<file path="config.mk">
export PLATFORM = sky130hd
export DESIGN_NAME = cursor_line_editor_top_flat
export DESIGN_NICKNAME = d
export VERILOG_FILES = /design/src/hdl/cle_pkg.sv /design/src/hdl/cle_if.sv /design/src/hdl/cle_ram.sv /design/src/hdl/cursor_line_editor_top.sv /design/src/flat_wrapper.sv
export SDC_FILE = /design/constraint.sdc
export NUM_CORES = 1
export LEC_CHECK = 0
export CAP_MARGIN = 10
export CORE_AREA = 8 8 410 252
export DETAILED_ROUTE_END_ITERATION = 10
export DIE_AREA = 0 0 418 260
export DONT_BUFFER_PORTS = 1
export GPL_TIMING_DRIVEN = 1
export PLACE_DENSITY = 0.44
export SYNTH_ARGS = -nofsm -noshare
export SYNTH_HDL_FRONTEND = slang
export SYNTH_SLANG_ARGS = --single-unit
</file>
<file path="constraint.sdc">
create_clock -name clk -period 4.67 [get_ports clk]
set_clock_uncertainty 0.1 [all_clocks]
set_input_delay 0.467 -clock clk [delete_from_list [all_inputs] [get_ports clk]]
set_output_delay 0.467 -clock clk [all_outputs]
set_load 0.005 [all_outputs]
</file>
<file path="src/hdl/cle_pkg.sv">
// ----------------------------------------------------------------------------
// cle_pkg: shared types and constants of the cursor line editor
// Key and character codes, the action codes of an input word, the read source codes and the control state type.
// ----------------------------------------------------------------------------
`default_nettype none

package cle_pkg;

	localparam int KEY_W  = 8;
	localparam int CHAR_W = 8;

	localparam logic [KEY_W-1:0]  KEY_LEFT     = 8'd60;
	localparam logic [KEY_W-1:0]  KEY_RIGHT    = 8'd62;
	localparam logic [KEY_W-1:0]  KEY_DELETE   = 8'd45;
	localparam logic [CHAR_W-1:0] CHAR_NEWLINE = 8'd10;

	localparam logic ACT_KEY   = 1'b0;
	localparam logic ACT_FLUSH = 1'b1;

	// Which store a pending read came from.
	localparam logic SRC_LEFT  = 1'b0;
	localparam logic SRC_RIGHT = 1'b1;

	typedef enum logic [1:0] {
		ST_IDLE,
		ST_MOVE,
		ST_FL_ISSUE,
		ST_FL_LOAD
	} state_t;

endpackage

`default_nettype wire

</file>
<file path="src/hdl/cle_if.sv">
// ----------------------------------------------------------------------------
// cle_in_if / cle_out_if: valid/ready channels of the cursor line editor
// The input channel carries keystroke words, the output channel line text.
// ----------------------------------------------------------------------------
`default_nettype none

interface cle_in_if;
	logic                       valid;
	logic                       ready;
	logic                       action;
	logic [cle_pkg::KEY_W-1:0]  key;

	modport source (output valid, output action, output key, input ready);
	modport sink   (input valid, input action, input key, output ready);
endinterface

interface cle_out_if;
	logic                       valid;
	logic                       ready;
	logic [cle_pkg::CHAR_W-1:0] out_char;
	logic                       last;
	logic                       dropped;

	modport source (output valid, output out_char, output last, output dropped, input ready);
	modport sink   (input valid, input out_char, input last, input dropped, output ready);
endinterface

`default_nettype wire

</file>
<file path="src/hdl/cle_ram.sv">
// ----------------------------------------------------------------------------
// cle_ram: generic simple dual-port RAM
// One write port and one read port, read data registered.
// ----------------------------------------------------------------------------
`default_nettype none

module cle_ram #(
	parameter int WIDTH = 8,
	parameter int DEPTH = 32
) (
	input  wire logic                     clk,
	input  wire logic                     we,
	input  wire logic [$clog2(DEPTH)-1:0] waddr,
	input  wire logic [WIDTH-1:0]         wdata,
	input  wire logic                     re,
	input  wire logic [$clog2(DEPTH)-1:0] raddr,
	output      logic [WIDTH-1:0]         rdata
);

	logic [WIDTH-1:0] mem_q [DEPTH];
	logic [WIDTH-1:0] rdata_q;

	always_ff @(posedge clk) begin
		if (we) begin
			mem_q[waddr] <= wdata;
		end
		if (re) begin
			rdata_q <= mem_q[raddr];
		end
	end

	assign rdata = rdata_q;

endmodule

`default_nettype wire

</file>
<file path="src/hdl/cursor_line_editor_top.sv">
// ----------------------------------------------------------------------------
// cursor_line_editor_top: keystroke line editor with a cursor (gap buffer)
//
// Words arrive on keys (action, key). A keystroke word inserts its byte at the
// cursor, or with '<' / '>' moves the cursor, or with '-' deletes left of it.
// Inserts, deletes and ignored keys are done in ST_IDLE; a cursor move also
// passes ST_MOVE, since the character is read from one store and written to
// the other, and the store read is registered. Keystrokes give no output word.
// A flush word (action 1) emits the line on text, left part then right part,
// then a newline with last set and dropped telling whether an insert was lost
// to a full line. Each character is first read from its store (ST_FL_ISSUE) and
// then loaded into the output register (ST_FL_LOAD), one after the other;
// the block takes no new word until the newline is in the output register.
// When text stalls, the output register holds its word and the flush waits;
// keystrokes are still taken while the newline waits to be collected.
// Reset clears the counts and the dropped flag; the two stores are left as
// they are and are never read beyond what has been written.
// ----------------------------------------------------------------------------
`default_nettype none

module cursor_line_editor_top #(
	parameter int LINE_DEPTH = 32
) (
	input wire logic  clk,
	input wire logic  arst_n,
	cle_in_if.sink    keys,
	cle_out_if.source text
);

	import cle_pkg::*;

	localparam int CW = $clog2(LINE_DEPTH + 1);
	localparam int AW = $clog2(LINE_DEPTH);

	state_t          state_q, state_d;
	logic [CW-1:0]   lc_q, lc_d;
	logic [CW-1:0]   rc_q, rc_d;
	logic [CW-1:0]   idx_q, idx_d;
	logic            ovf_q, ovf_d;
	logic            src_q, src_d;

	logic [CW:0]     sum;
	logic [CW-1:0]   lc_m1, rc_m1;
	logic [CW:0]     rpos;
	logic            load_ok;

	logic              l_we, l_re, r_we, r_re;
	logic [AW-1:0]     l_waddr, l_raddr, r_waddr, r_raddr;
	logic [CHAR_W-1:0] l_wdata, r_wdata, l_rdata, r_rdata;

	logic              out_load;
	logic [CHAR_W-1:0] char_d;
	logic              last_d, drop_d;
	logic              oval_q;
	logic [CHAR_W-1:0] char_q;
	logic              last_q, drop_q;

	cle_ram #(.WIDTH(CHAR_W), .DEPTH(LINE_DEPTH)) u_left (
		.clk   (clk),
		.we    (l_we),
		.waddr (l_waddr),
		.wdata (l_wdata),
		.re    (l_re),
		.raddr (l_raddr),
		.rdata (l_rdata)
	);

	cle_ram #(.WIDTH(CHAR_W), .DEPTH(LINE_DEPTH)) u_right (
		.clk   (clk),
		.we    (r_we),
		.waddr (r_waddr),
		.wdata (r_wdata),
		.re    (r_re),
		.raddr (r_raddr),
		.rdata (r_rdata)
	);

	assign sum     = {1'b0, lc_q} + {1'b0, rc_q};
	assign lc_m1   = lc_q - 1'b1;
	assign rc_m1   = rc_q - 1'b1;
	// The right part leaves in reverse: the entry nearest the cursor first.
	assign rpos    = sum - 1'b1 - {1'b0, idx_q};
	assign load_ok = !oval_q || text.ready;

	assign keys.ready = (state_q == ST_IDLE);

	always_ff @(posedge clk or negedge arst_n) begin
		if (!arst_n) begin
			state_q <= ST_IDLE;
			lc_q    <= '0;
			rc_q    <= '0;
			idx_q   <= '0;
			ovf_q   <= 1'b0;
			src_q   <= SRC_LEFT;
		end else begin
			state_q <= state_d;
			lc_q    <= lc_d;
			rc_q    <= rc_d;
			idx_q   <= idx_d;
			ovf_q   <= ovf_d;
			src_q   <= src_d;
		end
	end

	always_comb begin
		state_d  = state_q;
		lc_d     = lc_q;
		rc_d     = rc_q;
		idx_d    = idx_q;
		ovf_d    = ovf_q;
		src_d    = src_q;
		l_we     = 1'b0;
		l_waddr  = lc_q[AW-1:0];
		l_wdata  = keys.key;
		l_re     = 1'b0;
		l_raddr  = lc_m1[AW-1:0];
		r_we     = 1'b0;
		r_waddr  = rc_q[AW-1:0];
		r_wdata  = l_rdata;
		r_re     = 1'b0;
		r_raddr  = rc_m1[AW-1:0];
		out_load = 1'b0;
		char_d   = src_q == SRC_RIGHT ? r_rdata : l_rdata;
		last_d   = 1'b0;
		drop_d   = 1'b0;

		unique case (state_q)
			ST_IDLE: begin
				if (keys.valid) begin
					if (keys.action == ACT_FLUSH) begin
						idx_d   = '0;
						state_d = ST_FL_ISSUE;
					end else begin
						unique case (keys.key)
							KEY_LEFT: begin
								if (lc_q != '0 && rc_q < CW'(LINE_DEPTH)) begin
									l_re    = 1'b1;
									lc_d    = lc_m1;
									src_d   = SRC_LEFT;
									state_d = ST_MOVE;
								end
							end
							KEY_RIGHT: begin
								if (rc_q != '0 && lc_q < CW'(LINE_DEPTH)) begin
									r_re    = 1'b1;
									rc_d    = rc_m1;
									src_d   = SRC_RIGHT;
									state_d = ST_MOVE;
								end
							end
							KEY_DELETE: begin
								if (lc_q != '0) begin
									lc_d = lc_m1;
								end
							end
							default: begin
								if (sum < (CW+1)'(LINE_DEPTH)) begin
									l_we = 1'b1;
									lc_d = lc_q + 1'b1;
								end else begin
									ovf_d = 1'b1;
								end
							end
						endcase
					end
				end
			end
			ST_MOVE: begin
				// The character read last cycle lands on top of the other stack.
				if (src_q == SRC_LEFT) begin
					r_we    = 1'b1;
					r_wdata = l_rdata;
					rc_d    = rc_q + 1'b1;
				end else begin
					l_we    = 1'b1;
					l_wdata = r_rdata;
					lc_d    = lc_q + 1'b1;
				end
				state_d = ST_IDLE;
			end
			ST_FL_ISSUE: begin
				if (idx_q < lc_q) begin
					l_re    = 1'b1;
					l_raddr = idx_q[AW-1:0];
					src_d   = SRC_LEFT;
					state_d = ST_FL_LOAD;
				end else if ({1'b0, idx_q} < sum) begin
					r_re    = 1'b1;
					r_raddr = rpos[AW-1:0];
					src_d   = SRC_RIGHT;
					state_d = ST_FL_LOAD;
				end else if (load_ok) begin
					out_load = 1'b1;
					char_d   = CHAR_NEWLINE;
					last_d   = 1'b1;
					drop_d   = ovf_q;
					lc_d     = '0;
					rc_d     = '0;
					ovf_d    = 1'b0;
					state_d  = ST_IDLE;
				end
			end
			ST_FL_LOAD: begin
				// Read data holds in the RAM until the next read, so a stall is safe.
				if (load_ok) begin
					out_load = 1'b1;
					idx_d    = idx_q + 1'b1;
					state_d  = ST_FL_ISSUE;
				end
			end
			default: begin
				state_d = ST_IDLE;
			end
		endcase
	end

	always_ff @(posedge clk or negedge arst_n) begin
		if (!arst_n) begin
			oval_q <= 1'b0;
		end else if (out_load) begin
			oval_q <= 1'b1;
		end else if (text.ready) begin
			oval_q <= 1'b0;
		end
	end

	always_ff @(posedge clk) begin
		if (out_load) begin
			char_q <= char_d;
			last_q <= last_d;
			drop_q <= drop_d;
		end
	end

	assign text.valid    = oval_q;
	assign text.out_char = char_q;
	assign text.last     = last_q;
	assign text.dropped  = drop_q;

	// The two stacks together never hold more than a full line.
	a_line_bound: assert property (@(posedge clk) disable iff (!arst_n)
		sum <= (CW+1)'(LINE_DEPTH))
		else $error("line length beyond capacity");

	// Loading the newline empties the buffer and clears the dropped flag.
	a_flush_clears: assert property (@(posedge clk) disable iff (!arst_n)
		(out_load && last_d) |=> (lc_q == '0 && rc_q == '0 && !ovf_q))
		else $error("buffer not cleared after newline");

	// A cursor move only follows an accepted word.
	a_move_origin: assert property (@(posedge clk) disable iff (!arst_n)
		(state_q == ST_MOVE) |-> $past(keys.valid && keys.ready))
		else $error("cursor move without an accepted word");

	// The output register is never overwritten while its word is pending.
	a_no_overwrite: assert property (@(posedge clk) disable iff (!arst_n)
		out_load |-> (!oval_q || text.ready))
		else $error("output word overwritten");

endmodule

`default_nettype wire
</file>
<file path="src/flat_wrapper.sv">
// flat-port wrapper written by rule: the top's interface ports become plain ports
module cursor_line_editor_top_flat import cle_pkg::*;
#(
	parameter int LINE_DEPTH = 32
)
  (clk, arst_n, keys_valid, keys_action, keys_key, keys_ready, text_valid, text_out_char, text_last, text_dropped, text_ready);
  cle_in_if keys_i ();
  cle_out_if text_i ();
  input wire logic clk;
  input wire logic arst_n;
  input wire logic [$bits(keys_i.valid)-1:0] keys_valid;
  input wire logic [$bits(keys_i.action)-1:0] keys_action;
  input wire logic [$bits(keys_i.key)-1:0] keys_key;
  output wire logic [$bits(keys_i.ready)-1:0] keys_ready;
  output wire logic [$bits(text_i.valid)-1:0] text_valid;
  output wire logic [$bits(text_i.out_char)-1:0] text_out_char;
  output wire logic [$bits(text_i.last)-1:0] text_last;
  output wire logic [$bits(text_i.dropped)-1:0] text_dropped;
  input wire logic [$bits(text_i.ready)-1:0] text_ready;
  assign keys_i.valid = keys_valid;
  assign keys_i.action = keys_action;
  assign keys_i.key = keys_key;
  assign keys_ready = keys_i.ready;
  assign text_valid = text_i.valid;
  assign text_out_char = text_i.out_char;
  assign text_last = text_i.last;
  assign text_dropped = text_i.dropped;
  assign text_i.ready = text_ready;
  cursor_line_editor_top #(.LINE_DEPTH(LINE_DEPTH)) u_core (.clk(clk), .arst_n(arst_n), .keys(keys_i), .text(text_i));
endmodule
</file>
---- Yosys cells after proc, flatten, opt, wreduce, memory -nomap -nowiden ----
Memories as Yosys holds them, arrays and structs flattened. A register that Yosys moved wholly into a read port is not among the register bits.
Cells that the tools add are included.
word-level totals
  register bits ........................... 33
  latch bits .............................. 0
  memory bits (writable) .................. 512
  ROM bits ................................ 0
  logic and storage cells ................. 166
  memories ................................ 2
memories
  name                  words  width  read ports  clocked after Yosys merged registers in  wr ports  RTL line       source
  u_core.u_left.mem_q   32     8      1           1                                        1         cle_ram.sv:20  logic [WIDTH-1:0] mem_q [DEPTH];
  u_core.u_right.mem_q  32     8      1           1                                        1         cle_ram.sv:20
operators by class
  add/sub/neg operators ................... 8
  multiply operators ...................... 0
  div/mod/pow operators ................... 0
  order comparisons ....................... 5
  eq/ne operators ......................... 30
  shifts and indexed selects .............. 0
  muxes and demuxes ....................... 90
  bitwise logic cells ..................... 2
  reductions and logical operators ........ 19
operator list
  operator             number
  $mux 6               17
  $mux 8               7
  $pmux 6 s3           3
  $mux 1               40
  $mux 5               5
  $eq 8x6->1 const B   3
  $add 6x1->6 const B  3
  $ne 2x2->1 const B   9
  $mux 2               8
  $pmux 1 s2           7
  $lt 6x6->1 const B   2
  $pmux 6 s2           1
  $reduce_bool 6->1    2
  $sub 6x1->6 const B  2
  $reduce_and 11->1    1
  $ne 2x1->1 const B   5
  $ne 3x2->1 const B   3
  $reduce_and 9->1     1
  $ne 4x1->1 const B   2
  $ne 4x3->1 const B   2
  $pmux 2 s4           1
  $reduce_and 8->1     1
  $add 6x6->7          1
  $lt 6x7->1           1
  21 further kinds     27

---- Logic depth before layout (Yosys ltp) ----
  depth in word-level cells ............... 9
  depth in mapped cells ................... 19
  depth with buffers taken out ............ 15

---- Hierarchy ----
A second synthesis with hierarchy kept.
unflattened totals
  cells, all modules ...................... 1,217
  area total of the unflattened synthesis .. 23,561.3 um2
modules (own cells, without submodules)
  module                  instances  cells an instance  area each (um2)
  cle_ram                 2          417                10,133.5
  cursor_line_editor_top  1          383                3,294.4

---- Least setup slack after synthesis ----
OpenSTA, ideal clock, no wires.
  path type ............................... reg-to-reg
  start ................................... register u_core.lc_q[0]
  end ..................................... register u_core.u_right.rdata_q[5], in the netlist u_core.u_right.rdata[5], read port of u_core.u_right.mem_q, data pin
  arrival time ............................ 3,878 ps
  setup slack ............................. 432 ps
  cell stages (with the launch flop) ...... 18
  buffers on the path ..................... 3
  period minus slack after synthesis ...... 4,238 ps
  cells stage by stage .................... dfrtp_1 ha_1 fa_1 a21o_1 a21oi_1 xor2_1 ha_1 a21o_1 a21oi_1 a221o_1 buf_2 nand3_1 buf_4 o31ai_1 buf_2 a32oi_1 a31oi_1 nor4_1
on the way
  word-level cells in the longest chain between the ends .. 7
RTL lines
  item                                                 RTL line                      source
  from (decl)                                          cursor_line_editor_top.sv:36  logic [CW-1:0] lc_q, lc_d;
  from (signal assigned)                               cursor_line_editor_top.sv:97  lc_q <= lc_d;
  branches (longest 7 deep; another with $add 6x6->7)  -
  to (decl)                                            cle_ram.sv:21                 logic [WIDTH-1:0] rdata_q;
Parallel ways; which one is timed is not known.
A chain may end at the register's enable or synchronous reset.

---- Worst setup path in the final report ----
  start ................................... register u_core.rc_q[1]
  end ..................................... register u_core.u_right.rdata_q[6], in the netlist u_core.u_right.rdata[6], read port of u_core.u_right.mem_q, data pin
on the way
  word-level cells in the longest chain between the ends .. 7
RTL lines
  item                                                 RTL line                      source
  from (decl)                                          cursor_line_editor_top.sv:37  logic [CW-1:0] rc_q, rc_d;
  from (signal assigned)                               cursor_line_editor_top.sv:98  rc_q <= rc_d;
  branches (longest 7 deep; another with $add 6x6->7)  -
Parallel ways; which one is timed is not known.

==> impl_metrics.toml <==
[status]
status = "finished, final reports clean"

[floorplanning]
die-area_um2 = 109000
rows = 89
initial_utilization_pct = 24.8
core_um2 = 97200
num_io_pins = 25
die_h_um = 260
dieWidth_um = 418

[critical_path]
crit_top_cell = "buf_4"
crit_path_max_fanout = 16
cp-start-kind = "flip-flop"
worstReg2RegStart = "u_core.rc_q[1]$_DFFE_PN0P_"
ff2ff_path_depth = 18
critPathSlowestCell = "dfrtp_1"
endpoint_kind = "flip-flop"
crit_type = "flip-flop to flip-flop"
reg2reg_to = "u_core.u_right.rdata[6]$_DFFE_PP_"
cp.required_ns = 5.05
critPathArrivalTime_ns = 4.92
worstPathCellList = "ha_1 > a21o_1 > a221o_1 > or3_1 > nand2_1 > ha_1 > nand3_1 > a21o_1 > a221o_1 > buf_4 > and3_2 > buf_4 > nand3_1 > o31ai_4 > buf_4 > a32oi_2 > a31oi_1 > nor4_2"
rrSetupSlack_ns = 0.13
critPathMaxStageDelay_ns = 0.43

[detailed_routing]
wl_mm = 70.6
detail-route-antenna-nets = 0
via_count = 14500
wl_per_cell_um = 22.5
routed_via_density = 4.62
first_pass_iters = 8
drt_iter0_drc = 1447
drc = 0

[clocking]
clk_pin_slew_ns = 0.07
clk_latency_ns = 0.65
cts_sinks = 561
h-tree-depth = 2
clk_path_buf_depth = 3
clockRootBuffer = "clkbuf_16"
cts_tree = "done"
cts_buffers = 56

[logic_synthesis]
synth-seq-cells = 561
synth_area_leader_cell = "edfxtp_1"
syn_inst = 1671
async_flop_share_pct = 4.10
synthMostInstantiatedCell = "edfxtp_1"
avgSynthCellArea_um2 = 14.4
ys_seq_area_share_pct = 69.5
syn_nets = 1721
synth_cell_types = 57
synth.top_cells.by_count = "edfxtp_1 (538), mux2i_1 (242), nand2_1 (201)"
synth_edf_count = 538
synthTopCellsByArea = "edfxtp_1 (67%), mux2i_1 (10%), nand2_1 (3.1%), dfrtp_1 (2.4%), ha_1 (1.8%)"
synthDominantCellAreaShare_pct = 67.1
ys.flop_type = "edfxtp_1"
yosys_warnings = 0
netlist_area_um2 = 24100

[worst_hold_path]
hold_path_class = "primary input to flip-flop"
holdPathStages = 3
holdPathEnd = "u_core.idx_q[2]$_DFFE_PN0P_"
worstHoldStart = "keys_action"

[sta]
slew_headroom_pct = 28.0
timing.fmax_mhz = 220
finalWorstSetupSlack_ns = 0.132
post-route-min-period_ns = 4.54
hold_viol_final = 0
setup_viol = 0
period_share_pct = 97.2
drv_slew = 0
worstMarginPinSlew_ns = 1.07

[layout]
final_cells = 3140
syn_to_final_growth_pct = 19.3
drive_above_1_share_pct = 14.6
layout.nets = 1822
fill_cells = 9714

[place]
dp.cells = 3010
place_ws_ns = -0.125
io_buffers = 0
dp_hpwl_mm = 47.6
finalWeightedCongestion = 0.840

[grt]
grt_pass1_vias = 13900
grt_pass1_wl_mm = 100
antenna_found_initial = 3
grt_max_degree = 49
overflow = 0
grt_usage_pct = 12.5

[flow_run]
cap_violations = 0
[cell usage in the layout (no fill, tap or decap), types with 21 or more instances in the layout]
cell type,n
dfrtp_1,23
inv_1,25
o21ai_0,34
nand3_1,53
a21oi_1,48
nor2_1,100
clkbuf_16,61
nand2_1,201
a32oi_1,25
o22ai_1,33
edfxtp_1,538
ha_1,35
a31oi_1,21
buf_4,97
mux2i_1,237
[worst max-delay path: cells and delay by family (launching register included)]
family	cells	cell delay, ns
and+or+nand+nor	6	1.09
buffers and inverters	3	0.55
adders and majority gates	2	0.47
DFF	1	0.43
AOI/OAI and AO/OA	7	1.72
[state kept, by name (all words and copies together), names as in the netlist]
signal                flops
u_core.u_left.mem_q     256
u_core.u_right.mem_q    256
u_core.text.out_char      8
u_core.u_left.rdata       8
u_core.u_right.rdata      8
u_core.idx_q              6
u_core.lc_q               6
u_core.rc_q               6
u_core.state_q            2
u_core.ovf_q              1
u_core.src_q              1
u_core.text.dropped       1
u_core.text.last          1
u_core.text.valid         1
[per-stage QoR]
stage	instance area, um2	hold WS, ns	setup TNS, ns	util [%]
final	28700	0.113	0	29.5
after CTS	28300	0.0615	-0.00502	29.1
after floorplan	24100	0.0714	0	-
after global placement	26400	0.0775	-0.253	27.1
after global routing	28700	0.121	-0.0348	29.5
after detailed placement	26400	0.0778	-0.302	27.1
[cell type report]
type	instances	area (um2)	share of cell area [%]
Tap cell	1319	1650	5.75
Antenna cell	2	5.00	0.0174
Timing Repair Buffer	127	1290	4.48
Multi-Input combinational cell	1001	7140	24.9
Clock buffer	69	1450	5.05
Inverter	25	93.8	0.327
Clock inverter	36	352	1.22
Sequential cell	561	16700	58.3
[kinds of logic after synthesis]
logic type	count (synthesis)	synth area share (%)
AOI/OAI and AO/OA	248	6.97
xor gates and xnor gates	20	0.728
adders and majority gates	37	1.99
buffers and inverters	109	2.10
DFF	561	69.5
muxes	254	10.6
and+or+nand+nor	442	8.07
[worst max path at each step]
stage	start	to	depth (start not counted)
global route	u_core.rc_q[0]$_DFFE_PN0P_	u_core.u_right.rdata[6]$_DFFE_PP_	19
floorplan	u_core.lc_q[0]$_DFFE_PN0P_	u_core.u_right.rdata[5]$_DFFE_PP_	17
CTS	u_core.rc_q[1]$_DFFE_PN0P_	u_core.u_right.rdata[6]$_DFFE_PP_	18
finish	u_core.rc_q[1]$_DFFE_PN0P_	u_core.u_right.rdata[6]$_DFFE_PP_	18
detailed placement	u_core.rc_q[1]$_DFFE_PN0P_	u_core.u_right.rdata[6]$_DFFE_PP_	18
global placement	u_core.rc_q[1]$_DFFE_PN0P_	u_core.u_right.rdata[6]$_DFFE_PP_	18
[per-layer routing]
metal	up-vias	wire [um]	track usage [%]
li1	6619	-	-
met1	7304	36600	19.6
met2	491	26500	16.1
met3	87	6150	4.02
met4	4	1290	2.76
met5	-	27	0
[what timing repair did]
| action | in CTS | in global routing |
|---|---|---|
| endpoints found under the setup margin | 5 | 9 |
| endpoints found under the hold margin | 25 | 0 |
| gates resized for setup | 9 | 33 |
| setup buffers | 0 | 11 |
| pin swaps | 0 | 18 |
| hold buffers | 4 | 0 |
| gates cloned | 0 | 7 |
Power is left out: the tool's default activity adds up to more than one toggle a clock period on the data nets, which glitch-free logic cannot reach.
